--- src/spc_pkg.sv ---
// Shared types, codes and constants for the stepper position controller.
// No dependencies; imported by spc_step_logic, stepper_position_controller, spc_checker and tb_top.
`default_nettype none

package spc_pkg;

   // Default width of the position, goal and span counters
   localparam int POSITION_BITS_DEFAULT = 16;

   // Position after reset, truncated to the counter width
   localparam int RESET_POSITION = 5000;

   // Step stride after reset: full-step
   localparam logic [1:0] RESET_STRIDE = 2'd2;

   // Action codes carried in the request word
   localparam logic [1:0] ACTION_TICK     = 2'd0;
   localparam logic [1:0] ACTION_SET_GOAL = 2'd1;
   localparam logic [1:0] ACTION_HOME     = 2'd2;

   // Homing sequencer, one-hot
   typedef enum logic [3:0] {
      HOME_IDLE      = 4'b0001,
      HOME_SEEK_LEFT = 4'b0010,
      HOME_SEEK_FAR  = 4'b0100,
      HOME_WALK_BACK = 4'b1000
   } home_state_type;

   // Control state handed between the state registers and the step logic
   typedef struct packed {
      home_state_type home;
      logic           swapped;
      logic [2:0]     phase_index;
      logic [3:0]     coil;
   } spc_ctrl_type;

   // Request word
   typedef struct packed {
      logic [1:0]  action;
      logic [15:0] goal_position;
      logic        left_limit;
      logic        right_limit;
   } req_type;

   // Response word
   typedef struct packed {
      logic [3:0]  coil_pattern;
      logic [15:0] position;
      logic        at_goal;
      logic        homing_busy;
      logic        limits_swapped;
      logic [15:0] travel_span;
   } rsp_type;

   // Half-step coil table, coil A in bit 0
   function automatic logic [3:0] coil_lookup(input logic [2:0] idx);
      logic [3:0] pattern;
      unique case (idx)
         3'd0: pattern = 4'h9;
         3'd1: pattern = 4'h8;
         3'd2: pattern = 4'hA;
         3'd3: pattern = 4'h2;
         3'd4: pattern = 4'h6;
         3'd5: pattern = 4'h4;
         3'd6: pattern = 4'h5;
         default: pattern = 4'h1;
      endcase
      return pattern;
   endfunction

endpackage

`default_nettype wire

--- src/stepper_position_controller.sv ---
// Stepper position controller top level: request register, state registers,
// response register. Depends on spc_pkg and spc_step_logic.
`default_nettype none

// Takes one request word per clock while req_stall is low and returns one
// response word for each, in order. A word is held in the request register,
// the step logic updates the motor state as it moves on, and the response
// waits in the response register until taken; with no back-pressure the
// throughput is one word per cycle. A tick moves the motor at most one step
// toward the goal, or advances the homing run by one step.
// Write csr_write_data (step stride) only while no word is in flight.
module stepper_position_controller
   import spc_pkg::*;
#(
   parameter int POSITION_BITS = POSITION_BITS_DEFAULT
) (
   input  wire logic       clock,
   input  wire logic       reset,
   input  wire logic       req_valid,
   output logic            req_stall,
   input  wire req_type    req_data,
   output logic            rsp_valid,
   input  wire logic       rsp_stall,
   output rsp_type         rsp_data,
   input  wire logic       csr_write_enable,
   input  wire logic [1:0] csr_write_data
);

   localparam spc_ctrl_type CTRL_RESET = '{
      home:        HOME_IDLE,
      swapped:     1'b0,
      phase_index: 3'd0,
      coil:        4'h0
   };

   logic                     in_valid_ff, in_valid_in;
   req_type                  in_data_ff;
   logic                     out_valid_ff, out_valid_in;
   rsp_type                  out_data_ff;
   logic [1:0]               stride_ff;
   spc_ctrl_type             ctrl_ff, ctrl_in;
   logic [POSITION_BITS-1:0] pos_ff, pos_in;
   logic [POSITION_BITS-1:0] goal_ff, goal_in;
   logic [POSITION_BITS-1:0] span_ff, span_in;
   rsp_type                  result;
   logic                     accept;
   logic                     advance;

   // Handshake: the request word moves on when the response slot is free
   assign advance   = in_valid_ff && (!out_valid_ff || !rsp_stall);
   assign req_stall = in_valid_ff && !advance;
   assign accept    = req_valid && !req_stall;

   always_comb begin
      in_valid_in  = accept || (in_valid_ff && !advance);
      out_valid_in = advance || (out_valid_ff && rsp_stall);
   end

   // Step logic
   spc_step_logic #(
      .POSITION_BITS(POSITION_BITS)
   ) u_step (
      .stride    (stride_ff),
      .item      (in_data_ff),
      .ctrl_cur  (ctrl_ff),
      .pos_cur   (pos_ff),
      .goal_cur  (goal_ff),
      .span_cur  (span_ff),
      .ctrl_next (ctrl_in),
      .pos_next  (pos_in),
      .goal_next (goal_in),
      .span_next (span_in),
      .result    (result)
   );

   // Control and motor state
   always_ff @(posedge clock) begin
      if (reset) begin
         in_valid_ff  <= 1'b0;
         out_valid_ff <= 1'b0;
         stride_ff    <= RESET_STRIDE;
         ctrl_ff      <= CTRL_RESET;
         pos_ff       <= POSITION_BITS'(RESET_POSITION);
         goal_ff      <= '0;
         span_ff      <= '0;
      end else begin
         in_valid_ff  <= in_valid_in;
         out_valid_ff <= out_valid_in;
         if (csr_write_enable) begin
            stride_ff <= csr_write_data;
         end
         if (advance) begin
            ctrl_ff <= ctrl_in;
            pos_ff  <= pos_in;
            goal_ff <= goal_in;
            span_ff <= span_in;
         end
      end
   end

   // Payload registers
   always_ff @(posedge clock) begin
      if (accept) begin
         in_data_ff <= req_data;
      end
      if (advance) begin
         out_data_ff <= result;
      end
   end

   assign rsp_valid = out_valid_ff;
   assign rsp_data  = out_data_ff;

endmodule

`default_nettype wire

--- src/spc_step_logic.sv ---
// Combinational next-state and response logic for one request word.
// Depends on spc_pkg (types, action codes, coil table).
`default_nettype none

module spc_step_logic
   import spc_pkg::*;
#(
   parameter int POSITION_BITS = POSITION_BITS_DEFAULT
) (
   input  wire logic [1:0]               stride,
   input  wire req_type                  item,
   input  wire spc_ctrl_type             ctrl_cur,
   input  wire logic [POSITION_BITS-1:0] pos_cur,
   input  wire logic [POSITION_BITS-1:0] goal_cur,
   input  wire logic [POSITION_BITS-1:0] span_cur,
   output spc_ctrl_type                  ctrl_next,
   output logic [POSITION_BITS-1:0]      pos_next,
   output logic [POSITION_BITS-1:0]      goal_next,
   output logic [POSITION_BITS-1:0]      span_next,
   output rsp_type                       result
);

   localparam logic [POSITION_BITS-1:0] POS_ONE = POSITION_BITS'(1);
   localparam logic [POSITION_BITS-1:0] POS_MAX = {POSITION_BITS{1'b1}};

   logic [2:0] phase_right;
   logic [2:0] phase_left;
   logic       step_right;
   logic       step_left;
   logic       far_hit;

   // Phase index one step either way
   assign phase_right = ctrl_cur.phase_index + {1'b0, stride};
   assign phase_left  = ctrl_cur.phase_index - {1'b0, stride};
   assign far_hit     = ctrl_cur.swapped ? item.left_limit : item.right_limit;

   // Main update
   always_comb begin
      ctrl_next  = ctrl_cur;
      pos_next   = pos_cur;
      goal_next  = goal_cur;
      span_next  = span_cur;
      step_right = 1'b0;
      step_left  = 1'b0;

      case (item.action)
         ACTION_TICK: begin
            unique case (ctrl_cur.home)
               HOME_IDLE: begin
                  if (pos_cur > goal_cur) begin
                     step_left = 1'b1;
                     pos_next  = pos_cur - POS_ONE;
                  end else if (pos_cur < goal_cur) begin
                     step_right = 1'b1;
                     pos_next   = pos_cur + POS_ONE;
                  end
               end
               HOME_SEEK_LEFT: begin
                  if (item.left_limit) begin
                     ctrl_next.swapped = 1'b0;
                     ctrl_next.home    = HOME_SEEK_FAR;
                  end else if (item.right_limit) begin
                     ctrl_next.swapped = 1'b1;
                     ctrl_next.home    = HOME_SEEK_FAR;
                  end else begin
                     // position stays at zero while seeking
                     step_left = 1'b1;
                  end
               end
               HOME_SEEK_FAR: begin
                  if (far_hit) begin
                     pos_next       = span_cur;
                     ctrl_next.home = HOME_WALK_BACK;
                  end else begin
                     step_right = 1'b1;
                     if (span_cur != POS_MAX) begin
                        span_next = span_cur + POS_ONE;
                     end
                  end
               end
               default: begin
                  // walk back to the middle of the span
                  if (pos_cur == (span_cur >> 1)) begin
                     goal_next      = pos_cur;
                     ctrl_next.home = HOME_IDLE;
                  end else begin
                     step_left = 1'b1;
                     pos_next  = pos_cur - POS_ONE;
                  end
               end
            endcase
         end
         ACTION_SET_GOAL: begin
            if (ctrl_cur.home == HOME_IDLE) begin
               goal_next = POSITION_BITS'(item.goal_position);
            end
         end
         ACTION_HOME: begin
            pos_next          = '0;
            goal_next         = '0;
            span_next         = '0;
            ctrl_next.swapped = 1'b0;
            ctrl_next.home    = HOME_SEEK_LEFT;
         end
         default: begin
            // unused code: state unchanged
         end
      endcase

      // Coil phase advance
      if (step_right) begin
         ctrl_next.phase_index = phase_right;
         ctrl_next.coil        = coil_lookup(phase_right);
      end else if (step_left) begin
         ctrl_next.phase_index = phase_left;
         ctrl_next.coil        = coil_lookup(phase_left);
      end
   end

   // Response from the updated state
   always_comb begin
      result.coil_pattern   = ctrl_next.coil;
      result.position       = 16'(pos_next);
      result.at_goal        = (pos_next == goal_next);
      result.homing_busy    = (ctrl_next.home != HOME_IDLE);
      result.limits_swapped = ctrl_next.swapped;
      result.travel_span    = 16'(span_next);
   end

endmodule

`default_nettype wire

--- config.mk ---
export PLATFORM = sky130hd
export DESIGN_NAME = stepper_position_controller
export DESIGN_NICKNAME = d
export VERILOG_FILES = /design/src/spc_pkg.sv /design/src/stepper_position_controller.sv /design/src/spc_step_logic.sv
export SDC_FILE = /design/constraint.sdc
export NUM_CORES = 1
export LEC_CHECK = 0
export CELL_PAD_IN_SITES_DETAIL_PLACEMENT = 0
export CELL_PAD_IN_SITES_GLOBAL_PLACEMENT = 2
export CORE_MARGIN = 1
export CORE_UTILIZATION = 30
export CTS_CLUSTER_DIAMETER = 50
export DETAILED_ROUTE_END_ITERATION = 12
export DONT_BUFFER_PORTS = 1
export PLACE_DENSITY_LB_ADDON = 0.1
export SLEW_MARGIN = 15
export SYNTH_ARGS = -nofsm -noshare
export SYNTH_HDL_FRONTEND = slang
export SYNTH_SLANG_ARGS = --single-unit
--- constraint.sdc ---
create_clock -name clock -period 3.1 [get_ports clock]
set_input_delay 0.62 -clock clock [delete_from_list [all_inputs] [get_ports clock]]
set_output_delay 0.62 -clock clock [all_outputs]
set_load 0.01 [all_outputs]
[Word level (Yosys, flattened, before mapping)]
Index checks and enable logic that the tools add are counted.
Storage, ports and cells
  bits in registers: 123
  latch bits: 0
  bits in writable memories: 0
  bits in read-only memories: 0
  memories: 0
Cells by class
  $add $sub $neg: 5
  multiply operators: 0
  divide/modulo/power cells: 0
  order comparisons: 2
  eq/ne operators: 21
  shifts and indexed selects: 0
  multiplexer cells: 37
  bitwise operators: 0
  reductions and logical operators: 17
Operator list (number)
  two-way mux 16 bit: 10
  one-hot mux 16 bit (3 select lines): 2
  one-hot mux 16 bit (2 select lines): 2
  one-hot mux 4 bit (7 select lines): 2
  adder 16 x 1 -> 16 bit (second input constant): 2
  == test 3 bit (second input constant): 6
  == test 16 x 15 -> 1 bit: 1
  == test 16 bit: 1
  > comparator 16 bit: 1
  less-than comparator 16 bit: 1
  inequality test 16 bit (second input constant): 1
  subtractor 16 x 1 -> 16 bit (second input constant): 1
  two-way mux 7 bit: 2
  == test 3 x 2 -> 1 bit (second input constant): 4
  one-hot mux 4 bit (3 select lines): 1
  two-way mux 1 bit: 11
  two-way mux 5 bit: 2
  one-hot mux 5 bit (2 select lines): 1
  two-way mux 4 bit: 2
  == test 3 x 1 -> 1 bit (second input constant): 2
  zero test 3 bit: 2
  == test 4 x 1 -> 1 bit (second input constant): 1
  == test 4 x 2 -> 1 bit (second input constant): 1
  == test 4 x 3 -> 1 bit (second input constant): 1
  14 further kinds: 22

[Longest topological paths before layout]
Gate-level depths: netlist (run 1).
  word-level depth: 8
  mapped depth: 15
  mapped depth without buffers: 13

[Cells and area by module]
Synthesis (run 1) repeated with hierarchy kept, for this count alone.
Unflattened totals
  cell total of the unflattened synthesis: 999
  area total of the unflattened synthesis: 8856.0 um^2
Modules (own cells, without submodules)
  stepper_position_controller: instances 1, cells an instance 335, area each 4638.2 um^2, sequential area each 3052.9 um^2
  spc_step_logic: instances 1, cells an instance 664, area each 4217.8 um^2, sequential area each 0.0 um^2

[Worst setup path after synthesis (run 1)]
OpenSTA, ideal clock, no wires.
  path type: register to register
  start point: register pos_ff[0]
  end point: register out_data_ff (netlist bit rsp_data[18]) (data pin)
  setup time: 0.170 ns
  arrival time: 3.119 ns
  data required time: 2.930 ns
  path slack: -0.188 ns
  cell stages (with the launch flop): 14
  path buffers: 2
  cell sequence: dfxtp_1 > buf_2 > inv_1 > ha_1 > and4_1 > nor4b_1 > clkbuf_1 > o211ai_1 > a2111oi_0 > a211oi_1 > xor2_1 > nor4_1 > o211ai_1 > nor4_2
RTL lines
  start, declared: line stepper_position_controller.sv:42  | logic [POSITION_BITS-1:0] pos_ff, pos_in;
  start signal, assigned: line stepper_position_controller.sv:83  | pos_ff <= POSITION_BITS'(RESET_POSITION);
  start signal, assigned: line stepper_position_controller.sv:94  | pos_ff <= pos_in;
  end signal, assigned: line stepper_position_controller.sv:107  | out_data_ff <= result;
  end, declared: line stepper_position_controller.sv:39  | rsp_type out_data_ff;

==> metrics.cfg, run 1 <==
[timing]
skew_ns = 0.0129
slew_viol_final = 0
finalCritPeriodShare_pct = 111
fmax_mhz = 291
rsz0062_at_grt = yes
hold_slack_ns = 0.272
fin_tns_setup_ns = -0.998
worst_slack_ns = -0.334
hold_viol = 0
worstMarginPinSlew_ns = 0.686
setup_viol = 10
period_minus_slack_ns = 3.43
slew_headroom_pct = 54.0

[placed_design]
port_buffers = 0
pre_cts_ws_ns = -0.672
dpl.hpwl_um = 28800
globalplace.congestion = 0.991
place_area_sq_um = 10100
dp.cells = 1474

[layout]
drive_above_1_share_pct = 37.9
multi_input_area_sq_um = 5330
diodes = 0
postLayoutCellArea_sq_um = 11900
final_util_pct = 45.3
syn_to_final_growth_pct = 46.4
stdcell_count = 1542
nFillCells = 2589
seqCellArea_sq_um = 3080
finalNetCount = 1244

[cts]
clkTransAtPathRegs_ns = 0.07
cts_sinks = 123
worstSkewPairLatency_ns = 0.42
hold_buffers = 0
h-tree-depth = 4
clk_root_buffer_cell = clkbuf_16
cts_buffer_depth = 2
cts_buffers = 17
cts_tree = built

[die]
die_area_sq_um = 27800
pin_count = 68
num_rows = 59
die_h_um = 167
die_w_um = 167
core_region_area_sq_um = 26400
initial_utilization_pct = 30.9

[grt]
grt_pass1_vias = 8598
grt.total_usage_pct = 28.2
antenna_found_initial = 1
grt_pass1_wl_um = 57500
grt_max_degree = 57
overflow = 0

[yosys]
yosysMostFrequentCell = nand2_1
synthCells = 984
syn_area_per_cell_sq_um = 8.28
yosysTopAreaCell = edfxtp_1
ys_warn_count = 0
yosys-top-cells-count = 121 x nand2_1, 103 x nor2_1, 75 x a21oi_1
synth_fp_nets = 1034
synth_edf_count = 59
netlist.area_leader.share_pct = 21.8
ys_seq_area_share_pct = 37.5
synth.area.top_cells = edfxtp_1 22%, dfxtp_1 16%, nand2_1 5.6%
post_synth_num_cell_types = 83
syn_area_sq_um = 8140
synth_ff_type = dfxtp_1
async_flop_share_pct = 0
ys_seq_elements = 123

[worst_setup_path]
crit_buf_inv = 5
cp_common_cell = buf_4
cp-start-kind = register
crit_path_end_kind = register
crit_required_ns = 3.35
cp_top_family = simple AND/OR/NAND/NOR gates
max_stage_delay_ns = 0.40
cpMaxStageDelayCell = nor4b_4
cp.arrival_ns = 3.68
crit_path_cell_trace = inv_2, ha_4, nand4_1, buf_4, nor4b_4, buf_4, nor2_1, o21ai_0, o21ai_0, o211ai_1, buf_4, xnor2_1, a31oi_1, buf_4, nand4_1, nor4_2
worstSetupPathType = register to register
worstPathMaxFanout = 4

[drt]
drtPass1Iterations = 6
antenna_violating_nets_post_route = 0
vias = 8820
drt-initial-drc-count = 747
wl_per_cell_um = 25.4
drc = 0
vias_per_cell = 5.72
drt-total-wl_um = 39200

[status]
outcome = complete, but fails checks
violations = negative setup slack

[power]
power.leakage_nw = 4.65
p_total_mw = 5.88
ir_worst_vdd_uv = 283
cellPowerDensity_nw_per_um2 = 493

[run]
drv_cap = 0

[min_path]
min_path_type = primary input to register

==> placed cells by master (no fill, tap or decap), types with 5 or more instances in the layout <==
cell type and instances:
a211oi_1 24, o21ai_0 34, dfxtp_1 49, xor2_1 20, inv_2 6, mux2i_1 14
nand2_2 6, ha_1 12, xnor2_2 8, a31oi_1 13, inv_1 30, dfxtp_2 12
a21oi_2 10, nor4_1 5, a21o_1 6, nor3_1 17, o211ai_1 14, and3_1 13
a221oi_1 10, and4_1 5, a211oi_2 9, or3_1 8, buf_12 11, ha_4 7
nor2_1 100, buf_4 230, nor3_2 5, nand2_1 110, nand3_1 27, clkbuf_16 18
a21oi_1 63, edfxtp_1 59, o21ai_1 6, nand4_1 21, nand2b_1 7, xnor2_1 20
buf_6 34
==> cell type report <==
type | instances | share of cell area (%)
Multi-Input combinational cell | 738 | 44.7
Tap cell | 335 | 3.51
Inverter | 38 | 1.22
Timing Repair Buffer | 276 | 19.7
Sequential cell | 123 | 25.8
Clock inverter | 11 | 1.12
Clock buffer | 21 | 3.96
==> path summary, 6_finish.rpt <==
check	cells after the start	to	startpoint	slack (ns)
hold reg to reg	2	ctrl_ff[0]	ctrl_ff[0]	0.47
hold / removal	1	rsp_valid	reset	0.27
setup / recovery	16	rsp_data[18]	goal_ff[15]	-0.33
setup reg to reg	16	rsp_data[18]	goal_ff[15]	-0.33
==> flip-flops by register name, indices dropped and copies added, names as in the netlist <==
register     flops
span_ff         16
rsp_data        39
ctrl_ff         12
goal_ff         16
in_data_ff      20
in_valid_ff      1
stride_ff        2
rsp_valid        1
pos_ff          16
==> logic make-up after synthesis <==
family | after synthesis | synth area share, %
AO/OA/AOI/OAI | 276 | 23.2
multiplexers | 16 | 1.98
flip-flops | 123 | 37.5
buffers and inverters | 123 | 6.13
XOR/XNOR | 49 | 5.27
adder cells (fa/ha/maj) | 23 | 3.72
AND/OR/NAND/NOR | 374 | 22.3
==> power breakdown <==
group          total [mW]  internal (mW)  leakage (nW)  switching (mW)
Clock                2.13           1.27         0.288           0.862
Sequential           1.87           1.80          1.09          0.0719
Combinational        1.88          0.826          3.27            1.05
==> routing by layer <==
layer  global-route usage, %  part of all wire (%)  up-vias  wire length, um
met5                       0                     0        -                0
met1                    39.4                    47     4383            18300
met4                    10.6                   3.2        0             1250
met2                    44.4                    45      332            17800
met3                    3.59                   4.8       60             1860
li1                        -                     -     4045                -
==> repair_timing <==
action,4_1_cts,5_1_grt
setup endpoints to repair,40,32
buffers inserted,25,18
gates resized for setup,112,92
pin swaps,49,56
(Power assumes the default switching activity.)
==> run 2: changes to the inputs <==
CORE_ASPECT_RATIO = 1.75   (was not set)
==> metrics.cfg, run 2 (synthesis gave the netlist of run 1 again) <==
[timing]
fin_tns_setup_ns = -0.497  ; +0.501 ns
rsz0062_at_grt = yes
finalCritPeriodShare_pct = 111  ; +0.28 points
hold_viol = 0  ; unchanged
fmax_mhz = 290  ; -0.26%
setup_viol = 7  ; -3
hold_slack_ns = 0.248  ; -0.0236 ns
worst_slack_ns = -0.343  ; -0.00881 ns
slew_headroom_pct = 53.9  ; -0.091 points
skew_ns = 0.0133  ; +0.000464 ns
slew_viol_final = 0  ; unchanged
period_minus_slack_ns = 3.44  ; +0.00881 ns
worstMarginPinSlew_ns = 0.692  ; +0.00561 ns

[worst_setup_path]
cp.arrival_ns = 3.71  ; +0.03 ns
regToRegSetupSlack_ns = -0.34  ; about the same
cp_top_family = simple AND/OR/NAND/NOR gates
crit_path_cell_trace = buf_4, buf_6, or4_4, or3_4, or2_4, nor2_2, xnor2_1, a221o_1, o21ai_4, xnor2_4, a211oi_2, nand4_1, nor4_2
cpMaxStageDelayCell = or4_4
worstSetupPathType = register to register
r2r_cells = 13  ; -3
crit_required_ns = 3.36  ; about the same
r2r_end = rsp_data[18]
worstPathMaxFanout = 21  ; +17
crit_buf_inv = 2  ; -3
max_stage_delay_ns = 0.55  ; +0.15 ns
r2r_start = pos_ff[8]
cp-start-kind = register
crit_path_end_kind = register

[layout]
nFillCells = 2647  ; +2.2%
syn_to_final_growth_pct = 48.6
final_util_pct = 45.5  ; +0.26 points
final_cell_mix = 264 x buf_4, 113 x nand2_1, 96 x nor2_1, 64 x a21oi_1
drive_above_1_share_pct = 37.7  ; -0.29 points
finalNetCount = 1272  ; +2.3%
diodes = 0  ; unchanged
largest_reg_flops = 39  ; unchanged
layout_commonest_cell = buf_4

[min_path]
whs_endpoint = ctrl_ff[0]
min-delay-start = reset
min_path_type = primary input to register
min_path_cells = 1  ; unchanged

[cts]
cts_tree = built
clkTransAtPathRegs_ns = 0.06  ; about the same
cts_buffer_depth = 2  ; unchanged
cts_sinks = 123  ; unchanged
cts_buffers = 17  ; unchanged
clk_root_buffer_cell = clkbuf_16
worstSkewPairLatency_ns = 0.44  ; +0.02 ns
h-tree-depth = 4  ; unchanged

[power]
power.leakage_nw = 4.79  ; +3.2%
p_seq_share_pct = 31.1  ; -0.7 points
clkPwrFrac_pct = 37.2  ; +1.0 points
p_switching_mw = 1.93  ; -3.0%
ir_worst_vdd_uv = 406  ; +43%
comb_power_share_pct = 31.7  ; -0.2 points
p_int_mw = 4.07  ; +4.4%
p_total_mw = 6.00  ; +1.9%
cellPowerDensity_nw_per_um2 = 495  ; +0.43%
swShare_pct = 32.1  ; -1.6 points

[drt]
drt-initial-drc-count = 522  ; -30%
drtPass1Iterations = 5  ; -1
vias_per_cell = 5.64  ; -1.4%
drc = 0  ; unchanged
drt-total-wl_um = 40400  ; +2.9%
antenna_violating_nets_post_route = 0  ; unchanged
wl_per_cell_um = 25.9  ; +1.8%
vias = 8791  ; -0.33%

[placed_design]
port_buffers = 0  ; unchanged
pre_cts_ws_ns = -0.986  ; -0.314 ns
dpl.hpwl_um = 30300  ; +5.4%
globalplace.congestion = 0.950  ; -4.1%

[grt]
grt_pass1_vias = 9234  ; +7.4%
grt_max_degree = 57  ; unchanged
antenna_found_initial = 0  ; -1
overflow = 0  ; unchanged
grt_pass1_wl_um = 58700  ; +2.1%
grt.total_usage_pct = 29.7  ; +1.5 points

[die]
num_rows = 79  ; +34%
initial_utilization_pct = 30.6  ; -0.27 points
die_h_um = 220  ; +32%
pin_count = 68  ; unchanged
die_area_sq_um = 27800  ; about the same
core_region_area_sq_um = 26600  ; +0.89%
die_w_um = 127  ; -24%

[status]
outcome = complete, but fails checks
violations = negative setup slack

[run]
drv_cap = 0  ; unchanged

-- run 2: cell count changes in the layout (fill, tap and decap cells not counted), moves of 5 or more --
cell / before / now
ha_1: 12 / 17
xnor2_2: 8 / 1
buf_4: 230 / 264
o21ai_0: 34 / 28
dfxtp_1: 49 / 59
dfxtp_2: 12 / 4
buf_6: 34 / 27
-- run 2: worst max path at each step --
stage                    start           end  slack [ns]  depth (start not counted)
CTS                  pos_ff[6]  rsp_data[18]       -0.39                         15
floorplan            pos_ff[1]  rsp_data[18]       -0.05                         14
global placement     pos_ff[0]  rsp_data[18]       -0.97                         15
global route        goal_ff[7]  rsp_data[18]       -0.46                         16
detailed placement   pos_ff[0]  rsp_data[18]       -0.99                         15
finish               pos_ff[8]  rsp_data[18]       -0.34                         13
-- run 2: timing repair --
| action | 4_1_cts | 5_1_grt |
|---|---|---|
| hold buffers | 0 | 0 |
| gates resized for setup | 102 | 84 |
| gates cloned | 2 | 0 |
| setup buffers | 29 | 16 |
| setup endpoints to repair | 31 | 39 |
| pin swaps | 42 | 47 |
-- run 2: area by class of cell --
| cell class | count | area, sq um | area share, % |
|---|---|---|---|
| flip-flops and latches | 123 | 3060 | 25.3 |
| multi-input cells | 738 | 5300 | 43.8 |
| clock inverters | 12 | 186 | 1.54 |
| inverters | 38 | 145 | 1.20 |
| well taps | 324 | 405 | 3.35 |
| clock buffers | 20 | 468 | 3.87 |
| repair buffers | 304 | 2540 | 21.0 |
-- run 2: power by group through the flow --
stage	clock [mW]	combinational, mW	sequential, mW
finish	2.23	1.90	1.87
CTS	2.29	1.76	1.87
floorplan	0	0.741	1.89
global placement	0	1.58	1.90
detailed placement	0	1.58	1.90
global route	2.34	2.00	1.88
-- run 2: through the flow --
stage,std cells,instance area [sq um]
finish,1559,12100
global route,1559,12100
global placement,1488,10300
detailed placement,1488,10300
floorplan,984,8160
CTS,1549,11700
-- run 2: metal layers --
metal	vias up	routed length [um]	GRT usage [%]
met3	109	1240	3.76
met1	4294	14900	30.4
met2	285	21400	55.2
met5	-	0	0
li1	4103	-	-
met4	0	2780	22.0
==> run 3: changes to the inputs <==
BUFFER_PORTS_ARGS = -buffer_cell sky130_fd_sc_hd__buf_2   (was not set)
CTS_BUF_LIST = sky130_fd_sc_hd__clkbuf_4   (was not set)
DONT_BUFFER_PORTS = not set   (was 1)
==> metrics.cfg, run 3 (synthesis gave the netlist of run 1 again) <==
[worst_setup_path]
r2r_start = pos_ff[6]
r2r_end = rsp_data[18]
cp.arrival_ns = 3.94  ; +0.23 ns
cp-start-kind = register
worstPathMaxFanout = 9  ; -57%
regToRegSetupSlack_ns = -0.37  ; -0.03 ns
crit_required_ns = 3.57  ; +0.21 ns
cpMaxStageDelayCell = or4_4
crit_path_cell_trace = buf_12, xor2_4, or4_4, nor4_4, buf_6, buf_6, o22ai_2, a221oi_4, a211oi_1, a21oi_1, o211ai_1, nor4_2, o211ai_1, nor4_2
max_stage_delay_ns = 0.50  ; -0.05 ns
worstSetupPathType = register to register
r2r_cells = 14  ; +1
crit_path_end_kind = register

[timing]
worstMarginPinSlew_ns = 0.830  ; +0.138 ns
setup_viol = 2  ; -5
fin_tns_setup_ns = -0.459  ; +0.0383 ns
slew_headroom_pct = 44.7  ; -9.2 points
hold_viol = 0  ; unchanged
skew_ns = 0.0254  ; +0.0121 ns
rsz0062_at_grt = yes
worst_slack_ns = -0.369  ; -0.0266 ns
fmax_mhz = 288  ; -0.77%
finalCritPeriodShare_pct = 112  ; +0.86 points
slew_viol_final = 0  ; unchanged
period_minus_slack_ns = 3.47  ; +0.0266 ns

[drt]
wl_met1_um = 13900  ; -6.8%
drt-total-wl_um = 37100  ; -8.1%
routed.top_layer = met4
drt-initial-drc-count = 533  ; +2.1%
drtPass1Iterations = 5  ; unchanged
vias_per_cell = 5.51  ; -2.2%
drc = 0  ; unchanged
met3_length_um = 1200  ; -3.1%
antenna_violating_nets_post_route = 0  ; unchanged
wl_met2_um = 19400  ; -9.5%
wl_per_cell_um = 23.5  ; -9.4%
vias = 8719  ; -0.82%

[die]
pin_count = 68  ; unchanged
initial_utilization_pct = 30.6  ; unchanged
die_w_um = 127  ; unchanged
die_area_sq_um = 27800  ; unchanged
num_rows = 79  ; unchanged
die_h_um = 220  ; unchanged
core_region_area_sq_um = 26600  ; unchanged

[layout]
multi_input_area_sq_um = 5240  ; -1.0%
seqCellArea_sq_um = 3080  ; +0.45%
final_util_pct = 43.7  ; -1.8 points
layout_commonest_cell = buf_4
postLayoutCellArea_sq_um = 11600  ; -4.0%
finalNetCount = 1292  ; +1.6%
final_cell_mix = 226 x buf_4, 114 x nand2_1, 96 x nor2_1, 67 x buf_2, 65 x a21oi_1
nFillCells = 2703  ; +2.1%
drive_above_1_share_pct = 39.0  ; +1.3 points
syn_to_final_growth_pct = 42.6
largest_reg_flops = 39  ; unchanged

[cts]
hold_buffers = 0  ; unchanged
cts_sinks = 123  ; unchanged
worstSkewPairLatency_ns = 0.64  ; +0.20 ns
cts_buffer_depth = 2  ; unchanged
clkTransAtPathRegs_ns = 0.13  ; +0.07 ns
cts_tree = built
clk_root_buffer_cell = clkbuf_4
h-tree-depth = 4  ; unchanged
cts_buffers = 17  ; unchanged

[power]
ir_worst_vdd_uv = 348  ; -14%
power.leakage_nw = 4.64  ; -3.3%
cellPowerDensity_nw_per_um2 = 414  ; -16%

[placed_design]
place_area_sq_um = 10300  ; +0.34%
globalplace.congestion = 0.947  ; -0.32%
pre_cts_ws_ns = -0.691  ; +0.294 ns
dpl.hpwl_um = 27800  ; -8.2%
port_buffers = 67  ; +67

[min_path]
min_path_cells = 1  ; unchanged
whs_endpoint = in_data_ff[1]
min-delay-start = req_data[1]
min_path_type = primary input to register

[grt]
grt_pass1_vias = 8562  ; -7.3%
overflow = 0  ; unchanged
grt_max_degree = 56  ; -1.8%
antenna_found_initial = 1  ; +1
grt_pass1_wl_um = 54200  ; -7.7%
grt.total_usage_pct = 27.2  ; -2.5 points

[status]
violations = negative setup slack
outcome = complete, but fails checks

[run]
drv_cap = 0  ; unchanged

-- run 3: worst max-delay path by stage --
stage,end,slack (ns),start,cells after the start
final,rsp_data[18],-0.37,pos_ff[6],14
after global routing,rsp_data[18],-0.47,pos_ff[6],14
after CTS,rsp_data[18],-0.40,pos_ff[6],15
after detailed placement,rsp_data[18],-0.69,pos_ff[6],13
after global placement,rsp_data[18],-0.72,pos_ff[6],14
after floorplan,rsp_data[18],-0.05,pos_ff[1],14
-- run 3: final cells by class --
cell class	instances	area share [%]
Multi-Input combinational cell	738	45.1
Tap cell	324	3.49
Inverter	38	1.25
Clock inverter	13	1.11
Antenna cell	2	0.0431
Timing Repair Buffer	324	21.3
Sequential cell	123	26.5
Clock buffer	19	1.23
-- run 3: metal layers --
| metal | vias up | GRT usage (%) |
|---|---|---|
| met4 | 0 | 19.1 |
| met5 | - | 0 |
| met3 | 110 | 4.42 |
| li1 | 4135 | - |
| met1 | 4225 | 27.8 |
| met2 | 249 | 50.4 |
-- run 3: power by group --
group	switching [mW]	total [mW]	leakage (nW)	internal, mW
registers	0.0469	1.84	1.09	1.80
logic	1.01	1.77	3.41	0.761
clock network	0.705	1.19	0.136	0.486
-- run 3: timing repair --
item                                    in CTS  in global routing
pin swaps                                   25                 39
buffers inserted                            16                 13
endpoints found under the setup margin      36                 37
gates cloned                                 0                  1
gates resized for setup                     66                105
-- run 3: metrics by stage --
stage / hold WS [ns] / power (mW) / cells
global route: 0.0844 / 5.04 / 1581
global placement: 0.441 / 3.44 / 1520
CTS: 0.0883 / 4.72 / 1568
floorplan: 0.436 / 2.63 / 984
finish: 0.152 / 4.81 / 1581
detailed placement: 0.448 / 3.43 / 1520
-- run 3: critical path, delay by kind of cell (launching register included) --
family / cells / cell delay (ns)
buffers and inverters: 3 / 0.45
AOI/OAI and AO/OA: 6 / 1.14
xor gates and xnor gates: 1 / 0.18
DFF: 1 / 0.36
and+or+nand+nor: 4 / 1.19
